`config.mk`:
```
export PLATFORM = sky130hd
export DESIGN_NAME = clipped_rect_blit_address_gen_unit
export DESIGN_NICKNAME = d
export VERILOG_FILES = /design/src/hw/rtl/crb_pkg.sv /design/src/hw/rtl/crb_clip.sv /design/src/hw/rtl/clipped_rect_blit_address_gen_unit.sv
export SDC_FILE = /design/constraint.sdc
export NUM_CORES = 2
export LEC_CHECK = 0
export BUFFER_PORTS_ARGS = -buffer_cell sky130_fd_sc_hd__buf_2
export CAP_MARGIN = 30
export CORE_ASPECT_RATIO = 1.25
export CORE_MARGIN = 2
export CORE_UTILIZATION = 35
export CTS_CLUSTER_DIAMETER = 30
export DETAILED_ROUTE_END_ITERATION = 12
export GPL_TIMING_DRIVEN = 1
export PLACE_DENSITY = 0.53
export SYNTH_ARGS = -nofsm -noshare
export SYNTH_HDL_FRONTEND = slang
export SYNTH_SLANG_ARGS = --single-unit
```
`constraint.sdc`:
```
create_clock -name clk -period 8.7 [get_ports clk]
set_clock_uncertainty 0.15 [all_clocks]
set_input_delay 1.74 -clock clk [delete_from_list [all_inputs] [get_ports clk]]
set_output_delay 1.74 -clock clk [all_outputs]
set_load 0.02 [all_outputs]
```
`src/hw/rtl/crb_pkg.sv`:
```
`timescale 1ns / 1ps
// Shared types and constants for the clipped rectangle blit address generator.
// No dependencies; imported by every other file of the block.
package crb_pkg;

  // Signed working width for clip arithmetic; wide enough for every
  // intermediate of a 14-bit corner shifted by a 14-bit offset.
  localparam int CoordW = 18;
  typedef logic signed [CoordW-1:0] coord_t;

  localparam int InW    = 14;   // input coordinate fields
  localparam int DimW   = 13;   // surface and clipped dimensions
  localparam int PitchW = 16;
  localparam int AddrW  = 32;
  localparam int BytesW = 15;
  localparam int ProdW  = DimW + PitchW;
  localparam int CfgIdxW = 4;
  localparam int CfgDataW = 32;

  // 32-bit pixels: byte offsets are pixel counts shifted left by two.
  localparam int BppShift = 2;

  // Input action codes.
  localparam logic ACT_START = 1'b0;
  localparam logic ACT_NEXT  = 1'b1;

  // Result status codes.
  localparam logic [1:0] ST_START = 2'd0;
  localparam logic [1:0] ST_EMPTY = 2'd1;
  localparam logic [1:0] ST_ROW   = 2'd2;
  localparam logic [1:0] ST_IDLE  = 2'd3;

  // Configuration register indexes.
  localparam logic [CfgIdxW-1:0] REG_SRC_BASE   = 4'd0;
  localparam logic [CfgIdxW-1:0] REG_SRC_WIDTH  = 4'd1;
  localparam logic [CfgIdxW-1:0] REG_SRC_HEIGHT = 4'd2;
  localparam logic [CfgIdxW-1:0] REG_SRC_PITCH  = 4'd3;
  localparam logic [CfgIdxW-1:0] REG_DST_BASE   = 4'd4;
  localparam logic [CfgIdxW-1:0] REG_DST_WIDTH  = 4'd5;
  localparam logic [CfgIdxW-1:0] REG_DST_HEIGHT = 4'd6;
  localparam logic [CfgIdxW-1:0] REG_DST_PITCH  = 4'd7;

  // Rectangle under clipping. "own" is the corner on the surface being
  // clipped against, "oth" the matching corner on the other surface.
  typedef struct packed {
    coord_t own_x;
    coord_t own_y;
    coord_t oth_x;
    coord_t oth_y;
    coord_t w;
    coord_t h;
  } geom_t;

endpackage

```
`src/hw/rtl/crb_clip.sv`:
```
`timescale 1ns / 1ps
// One clip pass of a rectangle against a surface: left, top, right, bottom.
// Depends on crb_pkg.
module crb_clip (
  input  crb_pkg::geom_t geom_in,
  input  crb_pkg::coord_t lim_w,
  input  crb_pkg::coord_t lim_h,
  output crb_pkg::geom_t geom_out
);
  import crb_pkg::*;

  coord_t x1, y1, ox1, oy1, w1, h1;

  always_comb begin
    // left and top edges: shift both corners, shrink the size
    if (geom_in.own_x[CoordW-1]) begin
      x1  = '0;
      ox1 = geom_in.oth_x - geom_in.own_x;
      w1  = geom_in.w + geom_in.own_x;
    end else begin
      x1  = geom_in.own_x;
      ox1 = geom_in.oth_x;
      w1  = geom_in.w;
    end
    if (geom_in.own_y[CoordW-1]) begin
      y1  = '0;
      oy1 = geom_in.oth_y - geom_in.own_y;
      h1  = geom_in.h + geom_in.own_y;
    end else begin
      y1  = geom_in.own_y;
      oy1 = geom_in.oth_y;
      h1  = geom_in.h;
    end

    geom_out.own_x = x1;
    geom_out.own_y = y1;
    geom_out.oth_x = ox1;
    geom_out.oth_y = oy1;
    // right and bottom edges
    geom_out.w = (x1 + w1 > lim_w) ? lim_w - x1 : w1;
    geom_out.h = (y1 + h1 > lim_h) ? lim_h - y1 : h1;
  end

endmodule

```
`src/hw/rtl/clipped_rect_blit_address_gen_unit.sv`:
```
`timescale 1ns / 1ps
// Clipped rectangle blit address generator, top level.
// Depends on crb_pkg and crb_clip.
//
// Usage:
//   Program the eight surface registers through the cfg_ port (always
//   ready; index 0..7, other indexes are dropped) while the block is idle.
//   Send a start beat (action 0) with a destination corner and a source
//   rectangle. The block clips it against the source surface, then against
//   the destination surface, and returns one beat: status 0 with the
//   clipped width and height, or status 1 when nothing is left. Each later
//   next beat (action 1) returns one row descriptor (status 2: source and
//   destination byte addresses, byte count, last-row flag). A next beat
//   with no active blit returns status 3. A start beat drops any active blit.
//
// Timing: five register stages (input, source clip, destination clip,
//   pitch multiply, result). One beat per cycle is sustained in both
//   directions while out_stall is low. Blit state (row counter, running
//   addresses) lives only in the result stage, so a next beat right behind
//   its start beat sees the new blit.
// Reset: synchronous, clears all stage valids, blit state, cfg registers.
// Stall: out_stall holds the result register; each stage fills its bubble
//   and in_stall rises once all stages hold a beat.
module clipped_rect_blit_address_gen_unit #(
  parameter int MAX_DIM = 4096
) (
  input  logic                          clk,
  input  logic                          rst_n,
  // configuration write channel
  input  logic                          cfg_valid,
  output logic                          cfg_ready,
  input  logic [crb_pkg::CfgIdxW-1:0]   cfg_index,
  input  logic [crb_pkg::CfgDataW-1:0]  cfg_data,
  // input channel
  input  logic                          in_valid,
  output logic                          in_stall,
  input  logic                          in_action,
  input  logic signed [crb_pkg::InW-1:0] in_dest_x,
  input  logic signed [crb_pkg::InW-1:0] in_dest_y,
  input  logic signed [crb_pkg::InW-1:0] in_rect_x,
  input  logic signed [crb_pkg::InW-1:0] in_rect_y,
  input  logic signed [crb_pkg::InW-1:0] in_rect_w,
  input  logic signed [crb_pkg::InW-1:0] in_rect_h,
  // result channel
  output logic                          out_valid,
  input  logic                          out_stall,
  output logic [1:0]                    out_status,
  output logic [crb_pkg::AddrW-1:0]     out_src_addr,
  output logic [crb_pkg::AddrW-1:0]     out_dst_addr,
  output logic [crb_pkg::BytesW-1:0]    out_byte_count,
  output logic [crb_pkg::DimW-1:0]      out_clip_width,
  output logic [crb_pkg::DimW-1:0]      out_clip_height,
  output logic                          out_last_row
);
  import crb_pkg::*;

  localparam logic [DimW:0] MaxDimL = (DimW+1)'(MAX_DIM);

  // ---------------------------------------------------------------
  // Configuration registers
  // ---------------------------------------------------------------
  logic [AddrW-1:0]  src_base_r, dst_base_r;
  logic [DimW-1:0]   src_width_r, src_height_r, dst_width_r, dst_height_r;
  logic [PitchW-1:0] src_pitch_r, dst_pitch_r;

  assign cfg_ready = 1'b1;

  always_ff @(posedge clk) begin
    if (!rst_n) begin
      src_base_r   <= '0;
      src_width_r  <= '0;
      src_height_r <= '0;
      src_pitch_r  <= '0;
      dst_base_r   <= '0;
      dst_width_r  <= '0;
      dst_height_r <= '0;
      dst_pitch_r  <= '0;
    end else if (cfg_valid && cfg_ready) begin
      case (cfg_index)
        REG_SRC_BASE:   src_base_r   <= cfg_data;
        REG_SRC_WIDTH:  src_width_r  <= cfg_data[DimW-1:0];
        REG_SRC_HEIGHT: src_height_r <= cfg_data[DimW-1:0];
        REG_SRC_PITCH:  src_pitch_r  <= cfg_data[PitchW-1:0];
        REG_DST_BASE:   dst_base_r   <= cfg_data;
        REG_DST_WIDTH:  dst_width_r  <= cfg_data[DimW-1:0];
        REG_DST_HEIGHT: dst_height_r <= cfg_data[DimW-1:0];
        REG_DST_PITCH:  dst_pitch_r  <= cfg_data[PitchW-1:0];
        default: ;  // unknown index: drop the write
      endcase
    end
  end

  // Surface limits, with oversized dimensions pinned to MAX_DIM.
  logic [DimW:0] lim_sw, lim_sh, lim_dw, lim_dh;
  coord_t        lim_sw_c, lim_sh_c, lim_dw_c, lim_dh_c;

  always_comb begin
    lim_sw = ({1'b0, src_width_r}  > MaxDimL) ? MaxDimL : {1'b0, src_width_r};
    lim_sh = ({1'b0, src_height_r} > MaxDimL) ? MaxDimL : {1'b0, src_height_r};
    lim_dw = ({1'b0, dst_width_r}  > MaxDimL) ? MaxDimL : {1'b0, dst_width_r};
    lim_dh = ({1'b0, dst_height_r} > MaxDimL) ? MaxDimL : {1'b0, dst_height_r};
    lim_sw_c = coord_t'({{(CoordW-DimW-1){1'b0}}, lim_sw});
    lim_sh_c = coord_t'({{(CoordW-DimW-1){1'b0}}, lim_sh});
    lim_dw_c = coord_t'({{(CoordW-DimW-1){1'b0}}, lim_dw});
    lim_dh_c = coord_t'({{(CoordW-DimW-1){1'b0}}, lim_dh});
  end

  // ---------------------------------------------------------------
  // Stage enables: a stage loads when it is empty or its beat moves on.
  // ---------------------------------------------------------------
  logic a_vld_r, b_vld_r, c_vld_r, d_vld_r, out_vld_r;
  logic en_a, en_b, en_c, en_d, en_out;

  assign en_out   = !out_vld_r || !out_stall;
  assign en_d     = !d_vld_r   || en_out;
  assign en_c     = !c_vld_r   || en_d;
  assign en_b     = !b_vld_r   || en_c;
  assign en_a     = !a_vld_r   || en_b;
  assign in_stall = !en_a;

  // ---------------------------------------------------------------
  // Stage A: input register
  // ---------------------------------------------------------------
  logic               a_act_r;
  logic [InW-1:0]     a_dx_r, a_dy_r, a_x_r, a_y_r, a_w_r, a_h_r;

  always_ff @(posedge clk) begin
    if (!rst_n) begin
      a_vld_r <= 1'b0;
    end else if (en_a) begin
      a_vld_r <= in_valid;
    end
    if (en_a && in_valid) begin
      a_act_r <= in_action;
      a_dx_r  <= in_dest_x;
      a_dy_r  <= in_dest_y;
      a_x_r   <= in_rect_x;
      a_y_r   <= in_rect_y;
      a_w_r   <= in_rect_w;
      a_h_r   <= in_rect_h;
    end
  end

  // ---------------------------------------------------------------
  // Stage B: clip against the source surface
  // ---------------------------------------------------------------
  geom_t src_in, src_out, dst_in, dst_out;
  geom_t b_geom_r, c_geom_r;
  logic  b_act_r, c_act_r;

  always_comb begin
    src_in.own_x = coord_t'({{(CoordW-InW){a_x_r[InW-1]}},  a_x_r});
    src_in.own_y = coord_t'({{(CoordW-InW){a_y_r[InW-1]}},  a_y_r});
    src_in.oth_x = coord_t'({{(CoordW-InW){a_dx_r[InW-1]}}, a_dx_r});
    src_in.oth_y = coord_t'({{(CoordW-InW){a_dy_r[InW-1]}}, a_dy_r});
    src_in.w     = coord_t'({{(CoordW-InW){a_w_r[InW-1]}},  a_w_r});
    src_in.h     = coord_t'({{(CoordW-InW){a_h_r[InW-1]}},  a_h_r});
  end

  crb_clip u_clip_src (
    .geom_in  (src_in),
    .lim_w    (lim_sw_c),
    .lim_h    (lim_sh_c),
    .geom_out (src_out)
  );

  always_ff @(posedge clk) begin
    if (!rst_n) begin
      b_vld_r <= 1'b0;
    end else if (en_b) begin
      b_vld_r <= a_vld_r;
    end
    if (en_b && a_vld_r) begin
      b_act_r  <= a_act_r;
      b_geom_r <= src_out;
    end
  end

  // ---------------------------------------------------------------
  // Stage C: clip against the destination surface (swap the corners)
  // ---------------------------------------------------------------
  always_comb begin
    dst_in.own_x = b_geom_r.oth_x;
    dst_in.own_y = b_geom_r.oth_y;
    dst_in.oth_x = b_geom_r.own_x;
    dst_in.oth_y = b_geom_r.own_y;
    dst_in.w     = b_geom_r.w;
    dst_in.h     = b_geom_r.h;
  end

  crb_clip u_clip_dst (
    .geom_in  (dst_in),
    .lim_w    (lim_dw_c),
    .lim_h    (lim_dh_c),
    .geom_out (dst_out)
  );

  always_ff @(posedge clk) begin
    if (!rst_n) begin
      c_vld_r <= 1'b0;
    end else if (en_c) begin
      c_vld_r <= b_vld_r;
    end
    if (en_c && b_vld_r) begin
      c_act_r  <= b_act_r;
      c_geom_r <= dst_out;   // own = destination, oth = source
    end
  end

  // ---------------------------------------------------------------
  // Stage D: row offsets (row times pitch), emptiness test
  // ---------------------------------------------------------------
  logic              d_act_r, d_empty_r;
  logic [ProdW-1:0]  d_src_prod_r, d_dst_prod_r;
  logic [DimW-1:0]   d_src_x_r, d_dst_x_r, d_w_r, d_h_r;
  logic              c_empty;

  assign c_empty = c_geom_r.w[CoordW-1] || (c_geom_r.w == '0) ||
                   c_geom_r.h[CoordW-1] || (c_geom_r.h == '0);

  always_ff @(posedge clk) begin
    if (!rst_n) begin
      d_vld_r <= 1'b0;
    end else if (en_d) begin
      d_vld_r <= c_vld_r;
    end
    if (en_d && c_vld_r) begin
      d_act_r      <= c_act_r;
      d_empty_r    <= c_empty;
      // corners are within [0, MAX_DIM) whenever the rectangle is not empty
      d_src_prod_r <= c_geom_r.oth_y[DimW-1:0] * src_pitch_r;
      d_dst_prod_r <= c_geom_r.own_y[DimW-1:0] * dst_pitch_r;
      d_src_x_r    <= c_geom_r.oth_x[DimW-1:0];
      d_dst_x_r    <= c_geom_r.own_x[DimW-1:0];
      d_w_r        <= c_geom_r.w[DimW-1:0];
      d_h_r        <= c_geom_r.h[DimW-1:0];
    end
  end

  // ---------------------------------------------------------------
  // Result stage: blit state and result register
  // ---------------------------------------------------------------
  logic              busy_r, busy_nxt;
  logic [DimW-1:0]   rows_r, rows_nxt;
  logic [AddrW-1:0]  cur_src_r, cur_src_nxt, cur_dst_r, cur_dst_nxt;
  logic [BytesW-1:0] row_len_r, row_len_nxt;

  logic [1:0]        status_r, status_nxt;
  logic [AddrW-1:0]  src_addr_r, src_addr_nxt, dst_addr_r, dst_addr_nxt;
  logic [BytesW-1:0] byte_cnt_r, byte_cnt_nxt;
  logic [DimW-1:0]   clip_w_r, clip_w_nxt, clip_h_r, clip_h_nxt;
  logic              last_r, last_nxt;

  logic [AddrW-1:0]  start_src, start_dst;
  logic              take_d;

  assign take_d = en_out && d_vld_r;

  // first-row addresses: base + row offset + column bytes
  assign start_src = src_base_r + AddrW'(d_src_prod_r)
                   + AddrW'({d_src_x_r, {BppShift{1'b0}}});
  assign start_dst = dst_base_r + AddrW'(d_dst_prod_r)
                   + AddrW'({d_dst_x_r, {BppShift{1'b0}}});

  always_comb begin
    busy_nxt     = busy_r;
    rows_nxt     = rows_r;
    cur_src_nxt  = cur_src_r;
    cur_dst_nxt  = cur_dst_r;
    row_len_nxt  = row_len_r;
    status_nxt   = ST_IDLE;
    src_addr_nxt = '0;
    dst_addr_nxt = '0;
    byte_cnt_nxt = '0;
    clip_w_nxt   = '0;
    clip_h_nxt   = '0;
    last_nxt     = 1'b0;

    case (d_act_r)
      ACT_START: begin
        if (d_empty_r) begin
          busy_nxt   = 1'b0;
          rows_nxt   = '0;
          status_nxt = ST_EMPTY;
        end else begin
          busy_nxt    = 1'b1;
          rows_nxt    = d_h_r;
          cur_src_nxt = start_src;
          cur_dst_nxt = start_dst;
          row_len_nxt = BytesW'({d_w_r, {BppShift{1'b0}}});
          status_nxt  = ST_START;
          clip_w_nxt  = d_w_r;
          clip_h_nxt  = d_h_r;
        end
      end
      ACT_NEXT: begin
        if (!busy_r || rows_r == '0) begin
          busy_nxt   = 1'b0;
          status_nxt = ST_IDLE;
        end else begin
          status_nxt   = ST_ROW;
          src_addr_nxt = cur_src_r;
          dst_addr_nxt = cur_dst_r;
          byte_cnt_nxt = row_len_r;
          last_nxt     = (rows_r == DimW'(1));
          // advance to the next row
          cur_src_nxt  = cur_src_r + AddrW'(src_pitch_r);
          cur_dst_nxt  = cur_dst_r + AddrW'(dst_pitch_r);
          rows_nxt     = rows_r - DimW'(1);
          busy_nxt     = (rows_r != DimW'(1));
        end
      end
      default: ;
    endcase
  end

  always_ff @(posedge clk) begin
    if (!rst_n) begin
      out_vld_r <= 1'b0;
      busy_r    <= 1'b0;
      rows_r    <= '0;
      cur_src_r <= '0;
      cur_dst_r <= '0;
      row_len_r <= '0;
    end else begin
      if (en_out) begin
        out_vld_r <= d_vld_r;
      end
      if (take_d) begin
        busy_r    <= busy_nxt;
        rows_r    <= rows_nxt;
        cur_src_r <= cur_src_nxt;
        cur_dst_r <= cur_dst_nxt;
        row_len_r <= row_len_nxt;
      end
    end
    if (take_d) begin
      status_r   <= status_nxt;
      src_addr_r <= src_addr_nxt;
      dst_addr_r <= dst_addr_nxt;
      byte_cnt_r <= byte_cnt_nxt;
      clip_w_r   <= clip_w_nxt;
      clip_h_r   <= clip_h_nxt;
      last_r     <= last_nxt;
    end
  end

  assign out_valid       = out_vld_r;
  assign out_status      = status_r;
  assign out_src_addr    = src_addr_r;
  assign out_dst_addr    = dst_addr_r;
  assign out_byte_count  = byte_cnt_r;
  assign out_clip_width  = clip_w_r;
  assign out_clip_height = clip_h_r;
  assign out_last_row    = last_r;

endmodule

```
==> metrics <==
outcome finished clean; pin count of the biggest net entering global routing 91; Hold WC Path Type register to register; starting DRC count in detailed routing 3030; CTS sink cnt 723; wire per inst 19.9 microns; Yosys reg bits 723; Detailed Place HPWL 129 mm; number of enable flip-flop cells after synthesis 479; cts bufs inserted 173; Clock Latency Late Sink 780 ps; Reg clk slew, reported paths 50 ps; vias in the first global route 43979; Synth Area per Inst 9.61 sq um; Overflow after GRT 0; Final Setup Violations 0; GRT Overall Usage 20.4%; Syn-to-layout area delta 16.7%; drt pass-1 iters 5; Max Cap Violations 0; ys flop type edfxtp_1; fmax 149 MHz; Max IR drop VDD 0.206 mV; register area share after synthesis 34.1%; Layout Nets 7151; row cnt 165; most frequent cells in the layout nand2_1, inv_1, ha_1, edfxtp_1, a21oi_1; height of the die 454 microns; CP max FO 18; Distinct cells, synth 98; critical path required time 9080 ps; critical path startpoint category register; CTS tree done; worst setup margin 1970 ps; CP endpoint kind register; post-route ant nets 0; Vias per Instance 5.12; Routed Wire Length 168 mm; Final Hold Viols 0; Root Buffer clkbuf_16; share of cells above drive strength 1 11.2%; Final GP Congestion 0.891; post-CTS setup buffer count 0; port buffer count 233; Die Wd 364 microns; critical path type register to register; ys async rst share 0%; pwr dens 192 mW/mm^2; Relative slew margins 36.1%; Starting Density 35.1%; minimum clock period 6730 ps; Filler Cells Inserted 15866; DRC viols 0; Cells after Synth 5888; Place WS 1990 ps; max-slew violation count 0; yosys warns 0; first-pass GRT wire length 258 mm; io pins 237; via count 43230; clock tree buffer depth 3; RSZ-0062 raised after global routing false; final period utilization 77.3%; setup tns final 0 ps; core box area 0.161 sq mm; Worst Path Arrival 7100 ps; Worst Max-Slew Pin Slew 959 ps; cts repair resizes 0; Synth Cell Area 0.0566 sq mm; Leakage 28.7 nW; most common cell after layout, fill and taps aside nand2_1; number of hold buffers added after cts 0; Max H-tree Level 4; initial antenna violation count 8; Die ar. 0.165 sq mm
-- through the flow --
step	cell area, sq um	std cells	hold WS [ps]	utilization, %	total power (W)
6_report	66000	8445	266	40.9	0.0126
3_3_place_gp	60000	8118	253	37.2	0.00616
2_1_floorplan	56600	5889	250	-	0.00561
5_1_grt	66000	8440	267	40.9	0.0132
4_1_cts	66000	8440	265	40.9	0.0128
3_5_place_dp	60100	8121	255	37.2	0.00619
-- critical path, stage by stage, from the launching register on --
cell and delay [ps]:
edfxtp_1 420, ha_1 250, fa_1 400, a21o_1 190
a21oi_1 300, o21ba_2 220, o311ai_0 170, xnor2_1 160
o21ai_0 380, ha_1 350, a21oi_1 220, nand2_1 90
a2111oi_0 370, a211o_1 210, xnor2_1 140, ha_1 280
a21oi_1 140, nor2b_1 60, a2111oi_0 380, o221ai_1 200
o221ai_1 160, a31oi_1 150, or2_2 290, o211a_1 360
mux2_1 430
-- state kept, by name, indices dropped and copies added, names as in the netlist, 14 cells and up --
signal and flops:
a_x_r 14, b_geom_r 86, out_src_addr 32, a_w_r 14
cur_src_r 32, dst_base_r 32, src_base_r 32, c_geom_r 88
a_dy_r 14, a_y_r 14, dst_pitch_r 16, a_dx_r 14
cur_dst_r 32, d_src_prod_r 29, d_dst_prod_r 29, src_pitch_r 16
out_dst_addr 32, a_h_r 14
-- final cells by class --
type	count	area [sq um]	share of cell area (%)
timing repair buffer	276	1530	2.32
sequential	723	19300	29.2
inverter	639	2400	3.64
multi-input combinational	4312	34100	51.7
antenna	5	12.5	0.0190
clock buffer	203	4550	6.90
clock inverter	116	1400	2.12
tap	2171	2720	4.11
-- logic make-up (layout without fill, tap and decap cells) --
logic type,count (synthesis),in the layout,synth area share (%)
XOR/XNOR,260,260,4.04
adder cells (fa/ha/maj),900,900,24.6
multiplexers,175,175,3.37
AO/OA/AOI/OAI,1124,1124,12.8
buffers and inverters,854,1234,5.78
AND/OR/NAND/NOR,1850,1850,15.4
flip-flops,723,723,34.1
other,2,8,0.0133
-- cells in the mapped netlist, drive strengths merged, types with 10 or more instances --
master / number / area (sq um)
dfxtp: 244 / 4880
or2: 13 / 81.3
nand2b: 48 / 300
and3: 36 / 225
nand3: 69 / 345
o311ai: 11 / 111
o211ai: 20 / 150
o31ai: 27 / 216
a21o: 102 / 766
a21oi: 369 / 1850
a21boi: 38 / 297
nor2: 335 / 1260
a31oi: 33 / 213
a2111oi: 11 / 116
a22oi: 17 / 128
a211oi: 52 / 390
nor4: 25 / 163
nand2: 763 / 2870
o21a: 57 / 428
xnor2: 181 / 1590
a211o: 11 / 96.3
o41ai: 18 / 165
nor3: 106 / 536
o2111ai: 11 / 96.3
fa: 354 / 7090
inv: 639 / 2400
buf: 30 / 180
or3: 23 / 149
mux2: 102 / 1170
ha: 546 / 6830
o22ai: 13 / 81.3
clkbuf: 185 / 694
o31a: 10 / 87.6
edfxtp: 479 / 14400
nand4: 23 / 144
o21ai: 220 / 1120
and2: 296 / 1850
nor2b: 81 / 507
o21bai: 30 / 225
mux2i: 73 / 731
xor2: 79 / 692
-- worst paths after layout --
kind | cells past startpoint | from | slack [ps] | end
setup / recovery | 24 | a_y_r[0] | 1970 | b_geom_r[12]
hold / removal | 0 | c_geom_r[101] | 270 | d_dst_x_r[11]
setup reg to reg | 24 | a_y_r[0] | 1970 | b_geom_r[12]
hold reg to reg | 0 | c_geom_r[101] | 270 | d_dst_x_r[11]
-- layer usage --
layer	GRT usage [%]	vias up	share of wire (%)
met5	0	-	0
met4	6.97	0	3.2
met3	2.93	288	5.1
met2	34.4	1130	48
met1	26.7	21073	44
li1	-	20739	-
-- report_power, final --
group / internal, W / total [W] / switching [W]
Combinational: 0.000938 / 0.00219 / 0.00125
Sequential: 0.00383 / 0.00395 / 0.000122
Clock: 0.00435 / 0.00650 / 0.00215
Total: 0.00912 / 0.0126 / 0.00353
Note: power is estimated with default switching activity, not from simulation.
